===== src/hcbd_pkg.sv =====
// Shared types and character constants for the chunked body decoder.
package hcbd_pkg;

   localparam logic [7:0] CHAR_CR    = 8'h0d;
   localparam logic [7:0] CHAR_SPACE = 8'h20;
   localparam logic [7:0] CHAR_TAB   = 8'h09;
   localparam logic [7:0] CHAR_FF    = 8'h0c;
   localparam logic [7:0] CHAR_0     = 8'h30;
   localparam logic [7:0] CHAR_9     = 8'h39;
   localparam logic [7:0] CHAR_UC_A  = 8'h41;
   localparam logic [7:0] CHAR_UC_F  = 8'h46;
   localparam logic [7:0] CHAR_LC_A  = 8'h61;
   localparam logic [7:0] CHAR_LC_F  = 8'h66;

   typedef struct packed {
      logic [7:0] body_byte;
      logic       body_last;
   } item_type;

   typedef struct packed {
      logic       has_byte;
      logic [7:0] payload_byte;
      logic       end_of_body;
      logic       truncated;
   } result_type;

endpackage


===== src/hcbd_parser.sv =====
// Chunk framing parser: phase state, size accumulator and data byte counter.
module hcbd_parser #(
   parameter int SIZE_WIDTH = 32
) (
   input  logic                 clock,
   input  logic                 reset,
   input  logic                 step_en,
   input  logic                 chunked_mode,
   input  hcbd_pkg::item_type   item,
   output logic                 result_valid,
   output hcbd_pkg::result_type result
);
   import hcbd_pkg::*;

   typedef enum logic [2:0] {
      PH_LEAD,
      PH_DIGITS,
      PH_EXT,
      PH_LF,
      PH_DATA,
      PH_TR1,
      PH_TR2,
      PH_DONE
   } phase_type;

   phase_type             phase_ff, phase_in;
   logic [SIZE_WIDTH-1:0] size_acc_ff, size_acc_in;
   logic [SIZE_WIDTH-1:0] bytes_left_ff, bytes_left_in;
   logic [SIZE_WIDTH-1:0] left_dec;
   logic [SIZE_WIDTH-1:0] digit_ext;
   logic                  is_hex, is_white, size_end, overflow;
   logic [3:0]            digit;
   logic                  has, eob, trunc;
   logic [7:0]            b;

   assign b = item.body_byte;

   always_comb begin
      is_hex = 1'b1;
      digit  = b[3:0];
      case (b) inside
         [CHAR_0:CHAR_9]:       digit = b[3:0];
         [CHAR_UC_A:CHAR_UC_F],
         [CHAR_LC_A:CHAR_LC_F]: digit = b[3:0] + 4'd9;
         default:               is_hex = 1'b0;
      endcase
      case (b) inside
         [CHAR_TAB:CHAR_CR], CHAR_SPACE: is_white = 1'b1;
         default:                        is_white = 1'b0;
      endcase
   end

   assign digit_ext = {{(SIZE_WIDTH-4){1'b0}}, digit};
   assign overflow  = size_acc_ff[SIZE_WIDTH-1 -: 4] != 4'd0;
   assign left_dec  = (bytes_left_ff != '0)
                      ? bytes_left_ff - {{(SIZE_WIDTH-1){1'b0}}, 1'b1} : bytes_left_ff;

   always_comb begin
      phase_in      = phase_ff;
      size_acc_in   = size_acc_ff;
      bytes_left_in = bytes_left_ff;
      has           = 1'b0;
      eob           = 1'b0;
      trunc         = 1'b0;
      size_end      = 1'b0;
      if (!chunked_mode) begin
         has = 1'b1;
      end else begin
         case (phase_ff)
            PH_LEAD: begin
               if (is_hex) begin
                  size_acc_in = digit_ext;
                  phase_in    = PH_DIGITS;
               end else if (!is_white) begin
                  size_end = 1'b1;
               end
            end
            PH_DIGITS: begin
               if (is_hex) begin
                  // saturate once the top nibble is occupied
                  size_acc_in = overflow ? '1 : {size_acc_ff[SIZE_WIDTH-5:0], digit};
               end else begin
                  size_end = 1'b1;
               end
            end
            PH_EXT: begin
               if (b == CHAR_CR) begin
                  phase_in = PH_LF;
               end
            end
            PH_LF: begin
               bytes_left_in = size_acc_ff;
               phase_in      = PH_DATA;
            end
            PH_DATA: begin
               has           = 1'b1;
               bytes_left_in = left_dec;
               if (left_dec == '0) begin
                  phase_in = PH_TR1;
               end
            end
            PH_TR1: phase_in = PH_TR2;
            PH_TR2: begin
               size_acc_in = '0;
               phase_in    = PH_LEAD;
            end
            default: ;
         endcase
         // no digits, or a zero size, terminates the body
         if (size_end) begin
            if (phase_ff == PH_LEAD || size_acc_ff == '0) begin
               phase_in = PH_DONE;
               eob      = 1'b1;
            end else begin
               phase_in = (b == CHAR_CR) ? PH_LF : PH_EXT;
            end
         end
         if (item.body_last) begin
            trunc = phase_in != PH_DONE;
         end
      end
      if (item.body_last) begin
         eob           = 1'b1;
         phase_in      = PH_LEAD;
         size_acc_in   = '0;
         bytes_left_in = '0;
      end
   end

   always_ff @(posedge clock) begin
      if (reset) begin
         phase_ff      <= PH_LEAD;
         size_acc_ff   <= '0;
         bytes_left_ff <= '0;
      end else if (step_en) begin
         phase_ff      <= phase_in;
         size_acc_ff   <= size_acc_in;
         bytes_left_ff <= bytes_left_in;
      end
   end

   assign result_valid        = has | eob;
   assign result.has_byte     = has;
   assign result.payload_byte = has ? b : 8'd0;
   assign result.end_of_body  = eob;
   assign result.truncated    = trunc;

   a_last_clears: assert property (@(posedge clock) disable iff (reset)
      step_en && item.body_last |=> phase_ff == PH_LEAD && size_acc_ff == '0)
      else $error("parser not cleared after last item");

   a_data_nonzero: assert property (@(posedge clock) disable iff (reset)
      phase_ff == PH_DATA |-> bytes_left_ff != '0)
      else $error("data phase with empty byte count");

   a_done_silent: assert property (@(posedge clock) disable iff (reset)
      step_en && chunked_mode && phase_ff == PH_DONE && !item.body_last |-> !result_valid)
      else $error("result after terminator");

   a_trunc_eob: assert property (@(posedge clock) disable iff (reset)
      result.truncated |-> result.end_of_body && item.body_last)
      else $error("truncation flagged off the last item");

endmodule


===== src/http_chunked_body_decoder.sv =====
// HTTP chunked body decoder: input register, parser and result register.
//
// Usage: body bytes enter on the req_ channel (valid/ready), one per item,
// with req_body_last marking the final byte of a body. Each item gives zero
// or one result on the rsp_ channel: a payload byte, an end-of-body marker,
// or both. Framing bytes (size, extension, CR/LF, trailers) give no result.
// csr_wr_en/csr_wr_data set chunked_mode (reset 1); with 0 every byte passes
// through. Write it only while no item is in flight.
//
// An accepted item is held in the input register, and its result is then
// registered in the result register, which drives rsp_.
// Throughput: one item per cycle while the result register is free; the parse
// step is a single phase update plus a 4-bit shift-add on the size register,
// done between the input register and the result register.
// Reset: synchronous, clears both pipeline valid flags and the parser to the
// start of a size field. A stalled rsp_ready holds the result register; the
// input register then fills and req_ready drops until the result is taken.
module http_chunked_body_decoder #(
   parameter int SIZE_WIDTH = 32
) (
   input  logic       clock,
   input  logic       reset,
   input  logic       req_valid,
   output logic       req_ready,
   input  logic [7:0] req_body_byte,
   input  logic       req_body_last,
   output logic       rsp_valid,
   input  logic       rsp_ready,
   output logic       rsp_has_byte,
   output logic [7:0] rsp_payload_byte,
   output logic       rsp_end_of_body,
   output logic       rsp_truncated,
   input  logic       csr_wr_en,
   input  logic       csr_wr_data
);
   import hcbd_pkg::*;

   logic       chunked_mode_ff;
   logic       in_valid_ff, in_valid_in;
   item_type   in_item_ff;
   logic       out_valid_ff, out_valid_in;
   result_type out_ff;
   logic       out_free, step_en, req_fire, res_valid;
   result_type res;

   assign out_free  = !out_valid_ff || rsp_ready;
   assign step_en   = in_valid_ff && out_free;
   assign req_ready = !in_valid_ff || step_en;
   assign req_fire  = req_valid && req_ready;

   assign in_valid_in  = req_fire || (in_valid_ff && !step_en);
   assign out_valid_in = step_en ? res_valid : (out_valid_ff && !rsp_ready);

   hcbd_parser #(
      .SIZE_WIDTH(SIZE_WIDTH)
   ) u_parser (
      .clock        (clock),
      .reset        (reset),
      .step_en      (step_en),
      .chunked_mode (chunked_mode_ff),
      .item         (in_item_ff),
      .result_valid (res_valid),
      .result       (res)
   );

   always_ff @(posedge clock) begin
      if (reset) begin
         chunked_mode_ff <= 1'b1;
         in_valid_ff     <= 1'b0;
         out_valid_ff    <= 1'b0;
      end else begin
         if (csr_wr_en) begin
            chunked_mode_ff <= csr_wr_data;
         end
         in_valid_ff  <= in_valid_in;
         out_valid_ff <= out_valid_in;
      end
   end

   // payload registers: input loads on handshake, result on parse step only
   always_ff @(posedge clock) begin
      if (req_fire) begin
         in_item_ff.body_byte <= req_body_byte;
         in_item_ff.body_last <= req_body_last;
      end
      if (step_en) begin
         out_ff <= res;
      end
   end

   assign rsp_valid        = out_valid_ff;
   assign rsp_has_byte     = out_ff.has_byte;
   assign rsp_payload_byte = out_ff.payload_byte;
   assign rsp_end_of_body  = out_ff.end_of_body;
   assign rsp_truncated    = out_ff.truncated;

   a_no_overwrite: assert property (@(posedge clock) disable iff (reset)
      out_valid_ff && !rsp_ready |=> out_valid_ff && $stable(out_ff))
      else $error("held result lost");

   a_no_drop_input: assert property (@(posedge clock) disable iff (reset)
      in_valid_ff && !step_en |=> in_valid_ff && $stable(in_item_ff))
      else $error("pending input item lost");

   a_step_result: assert property (@(posedge clock) disable iff (reset)
      step_en && res_valid |=> out_valid_ff)
      else $error("result not registered");

endmodule

===== config.mk =====
export PLATFORM = sky130hd
export DESIGN_NAME = http_chunked_body_decoder
export DESIGN_NICKNAME = d
export VERILOG_FILES = /design/src/hcbd_pkg.sv /design/src/hcbd_parser.sv /design/src/http_chunked_body_decoder.sv
export SDC_FILE = /design/constraint.sdc
export NUM_CORES = 1
export LEC_CHECK = 0
export ABC_CLOCK_PERIOD_IN_PS = 5300
export BUFFER_PORTS_ARGS = -buffer_cell sky130_fd_sc_hd__buf_2
export CAP_MARGIN = 0
export CORE_ASPECT_RATIO = 2
export CORE_UTILIZATION = 25
export CTS_BUF_LIST = sky130_fd_sc_hd__clkbuf_4 sky130_fd_sc_hd__clkbuf_8 sky130_fd_sc_hd__clkbuf_16
export DETAILED_ROUTE_END_ITERATION = 7
export GPL_ROUTABILITY_DRIVEN = 0
export PLACE_DENSITY = 0.35
export SYNTH_ARGS = -nofsm -noshare
export SYNTH_HDL_FRONTEND = slang
export SYNTH_SLANG_ARGS = --single-unit

===== constraint.sdc =====
create_clock -name clock -period 5.3 [get_ports clock]
set_input_delay 0.265 -clock clock [delete_from_list [all_inputs] [get_ports clock]]
set_output_delay 0.265 -clock clock [all_outputs]
set_load 0.1 [all_outputs]

==> run summary <==
The number of antenna repair diodes is 0, and the core area is 20460 µm². The maximum net fanout on the critical path came out at 12. The number of hold buffers added after CTS was 0. After synthesis, the share of flip-flops with an asynchronous set or reset is 0%. CTS built an H-tree with a depth of 3. The maximum single-stage delay on the critical path was 610 ps; the number of antenna violations at the first check in global routing was 0.

For the number of placement rows, the log shows 74. The data arrival time of the critical path is 3960 ps. Setup repair after global routing left no endpoint under its margin. The flow ran to the end, and the final reports show no timing, DRC or antenna violations. In this run the mean area of a mapped cell was 7.938 µm². Clock skew on the completed layout was measured at 7.913 ps.

The run gives 5070 as the number of global-route vias before repair. The part of the cycle the worst path needs is 69.59%, and the overflow left after global routing is 0. The run gives 0 as the post-detailed-route count of antenna-violating nets. The pin slew with the least headroom to its limit came out at 1145 ps. The static leakage is 1.986 nW, and the number of buffer and inverter stages on the critical path is 1.

STA classifies the critical path endpoint as a register. The signal on the critical path passes through inv_1 -> ha_1 -> or4b_1 -> nor4_2 -> nand3_1 -> or3_1 -> a2111oi_2 -> nand4_1 -> a21oi_1. The iteration-0 DRC count of the detailed router is 259, and the clock edge transition at the registers on the reported setup and hold paths is 70 ps. Setup violations remaining at the end of the flow were counted as 0. The share of post-route cells with drive strength above 1 is 10.96%, and the via density per instance is 5.398. In this run the number of cells on the critical path is 9.

Summing all multi-input logic gate instances after layout gives 2918 µm². The detailed router placed 4934 vias in this run. The hold violation count in the final report was 0; the max-cap violation count was 0.

The run gives 0 ps as the sum of negative setup slack. TritonCTS built the clock tree. The cell depth of the worst flop-to-flop path was 9. After the last flow step, the layout net total stands at 664. In the global route stage, overall resource usage came out at 18.96%. For the worst-skew pair, the clock arrives at the later sink with an insertion delay of 350 ps. The slowest stage of the critical path belongs to the cell sky130_fd_sc_hd__nor4_2. Cell count after synthesis: 656. The number of CTS-inserted buffers was 9; the remaining routing DRC violations was 0. Summing the sequential cell areas from Yosys gives 38.44% of the chip area. After layout, the minimum clock period comes to 3688 ps. In the final routed layout, each cell accounts on average for 21.52 µm. Compared with the post-synthesis result, the final layout area differs by 11.05%.

By area the synthesized netlist is led by sky130_fd_sc_hd__dfxtp_1 (27%), sky130_fd_sc_hd__edfxtp_1 (12%), sky130_fd_sc_hd__a21oi_1 (7.1%). The most used flip-flop cell after synthesis is sky130_fd_sc_hd__dfxtp_1. The die is 206.1 µm tall.

Counting flops with a built-in enable in the synthesized netlist gives 20. The initial utilization of the core area, before any placement, comes to 25.45%. The die covers 21450 µm².

Counting along the longest clock path gives a buffer depth of 2. The count of cells along the worst hold path was 1; the wire length of the first global-routing pass was 30.20 mm. After detailed placement, the design holds a cell count of 898.

The post-synthesis instance area was 5207 µm². After filler insertion, the fill cell instance count of the layout stands at 2198. The category of the worst setup path launch point was a register. The number of pins exceeding their max-slew limit in the final report came out at 0.

Buffers added to address setup during post-CTS repair amount to 0. Wires add up to 19.67 mm. The run gives 63 as the number of different library cells in the post-synthesis netlist. The Yosys step of the flow raised 0 warnings. The tools report the count of cells resized by post-cts repair as 0. Power spread over the standard cell area amounts to 270.6 nW/µm².

The count of port buffers added during placement works out to 27. Path category of the worst min-delay check: input port to register. The endpoint required time on the critical path is 5580 ps. The synthesized design contains 90 register bits. The tools report the root buffer cell as sky130_fd_sc_hd__clkbuf_16.

Based on the critical path, the design can be clocked at up to 271.1 MHz. Counting every sink on the clock net gives 90. The top cell type by area accounts for 26.91% of the synthesized area. The die is 104.1 µm wide. The logs give 0.1499 mV for the maximum vdd drop and 2002 µm² for the register area. The number of nets in the synthesized netlist is 677, and the half-perimeter wire length after detailed placement is 14.59 mm. For the first-pass detailed-route iteration total, the log shows 4. Cell type contributing the most total cell area after synthesis: sky130_fd_sc_hd__dfxtp_1.

The overall power is 1.565 mW. Entering global routing, the biggest net connects 71 pins. Headroom to the max-slew limit came out at 23.64%. The tools report the number of top-level design ports as 28. Category of the critical setup timing path: register to register.

Kind of cell adding the most delay to the critical path: simple AND/OR/NAND/NOR gates. Once layout is complete, the cells apart from fillers number 914.
==> state kept, by name, indices dropped and copies added, names as in the netlist <==
register                cells
chunked_mode_ff             1
u_parser.phase_ff           3
rsp_payload_byte            8
rsp_end_of_body             1
u_parser.bytes_left_ff     32
rsp_valid                   1
rsp_truncated               1
in_item_ff                  9
rsp_has_byte                1
in_valid_ff                 1
u_parser.size_acc_ff       32
==> cell families (layout without fill, tap and decap cells) <==
| group | count (synthesis) | count (layout) | synth area share [%] |
|---|---|---|---|
| xor+xnor | 14 | 14 | 2.355 |
| simple gates | 262 | 262 | 25.66 |
| buf+inv | 69 | 61 | 5.694 |
| compound gates | 213 | 213 | 26.02 |
| mux | 2 | 2 | 0.3844 |
| fa+ha+maj | 6 | 6 | 1.442 |
| flops | 90 | 90 | 38.44 |
==> cells in the final DEF (no fill, tap or decap), types with 16 or more instances in the layout <==
master and n:
sky130_fd_sc_hd__nand2_1 87, sky130_fd_sc_hd__a21oi_1 73, sky130_fd_sc_hd__dfxtp_1 70, sky130_fd_sc_hd__nor2_1 55
sky130_fd_sc_hd__o21ai_0 39, sky130_fd_sc_hd__o211ai_1 36, sky130_fd_sc_hd__buf_2 27, sky130_fd_sc_hd__edfxtp_1 20
sky130_fd_sc_hd__a22oi_1 19, sky130_fd_sc_hd__nor4_1 16
==> final cells by class <==
| class | count | area share (%) |
|---|---|---|
| multi-input combinational | 497 | 50.45 |
| clock inverter | 7 | 1.190 |
| inverter | 9 | 0.5842 |
| timing repair buffer | 36 | 3.505 |
| clock buffer | 9 | 3.894 |
| sequential | 90 | 34.62 |
| tap | 266 | 5.755 |
==> synthesized netlist by cell type, types with 6 or more instances <==
| master | number |
|---|---|
| sky130_fd_sc_hd__nand2_1 | 87 |
| sky130_fd_sc_hd__a21oi_1 | 74 |
| sky130_fd_sc_hd__dfxtp_1 | 70 |
| sky130_fd_sc_hd__nor2_1 | 55 |
| sky130_fd_sc_hd__clkbuf_1 | 46 |
| sky130_fd_sc_hd__o21ai_0 | 39 |
| sky130_fd_sc_hd__o211ai_1 | 36 |
| sky130_fd_sc_hd__edfxtp_1 | 20 |
| sky130_fd_sc_hd__a22oi_1 | 19 |
| sky130_fd_sc_hd__nor4_1 | 16 |
| sky130_fd_sc_hd__nor3_1 | 13 |
| sky130_fd_sc_hd__or3_1 | 12 |
| sky130_fd_sc_hd__and2_1 | 11 |
| sky130_fd_sc_hd__or4_1 | 11 |
| sky130_fd_sc_hd__xnor2_1 | 11 |
| sky130_fd_sc_hd__nand3_1 | 10 |
| sky130_fd_sc_hd__buf_2 | 9 |
| sky130_fd_sc_hd__inv_1 | 9 |
| sky130_fd_sc_hd__o31ai_1 | 8 |
| sky130_fd_sc_hd__a31oi_1 | 7 |
| sky130_fd_sc_hd__ha_1 | 6 |
| sky130_fd_sc_hd__nand2b_1 | 6 |
| sky130_fd_sc_hd__nor4b_1 | 6 |
==> metrics by stage <==
stage | utilization, % | hold slack (ps) | area [µm²] | worst slack (ps)
6_report | 28.26 | 84.56 | 5783 | 1612
5_1_grt | 28.26 | 75.06 | 5783 | 1374
3_3_place_gp | 26.83 | 443.0 | 5489 | 1777
2_1_floorplan | - | 363.9 | 5207 | 2225
4_1_cts | 28.26 | 70.32 | 5783 | 1653
3_5_place_dp | 26.83 | 443.1 | 5489 | 1681
==> routing by layer <==
metal | GRT usage (%) | vias to the layer above | wire length (µm)
li1 | - | 2377 | -
met1 | 17.93 | 2354 | 6934
met2 | 36.79 | 139 | 10860
met3 | 2.334 | 64 | 515
met4 | 14.39 | 0 | 1358
met5 | 0 | - | 0
==> where the power goes <==
group | internal (mW) | switching, mW | leakage [nW]
registers | 0.716 | 0.0161 | 0.757
logic | 0.0408 | 0.133 | 1.09
clock network | 0.365 | 0.294 | 0.143
total | 1.12 | 0.443 | 1.99
==> final timing paths <==
kind / slack, ps / from / to
min: 80 / req_body_byte[3] / in_item_ff[4]
max: 1610 / u_parser.bytes_left_ff[0] / u_parser.phase_ff[0]
max reg2reg: 1610 / u_parser.bytes_left_ff[0] / u_parser.phase_ff[0]
min reg2reg: 470 / u_parser.size_acc_ff[31] / u_parser.size_acc_ff[31]
No activity file was read; power rests on OpenSTA's default activity.
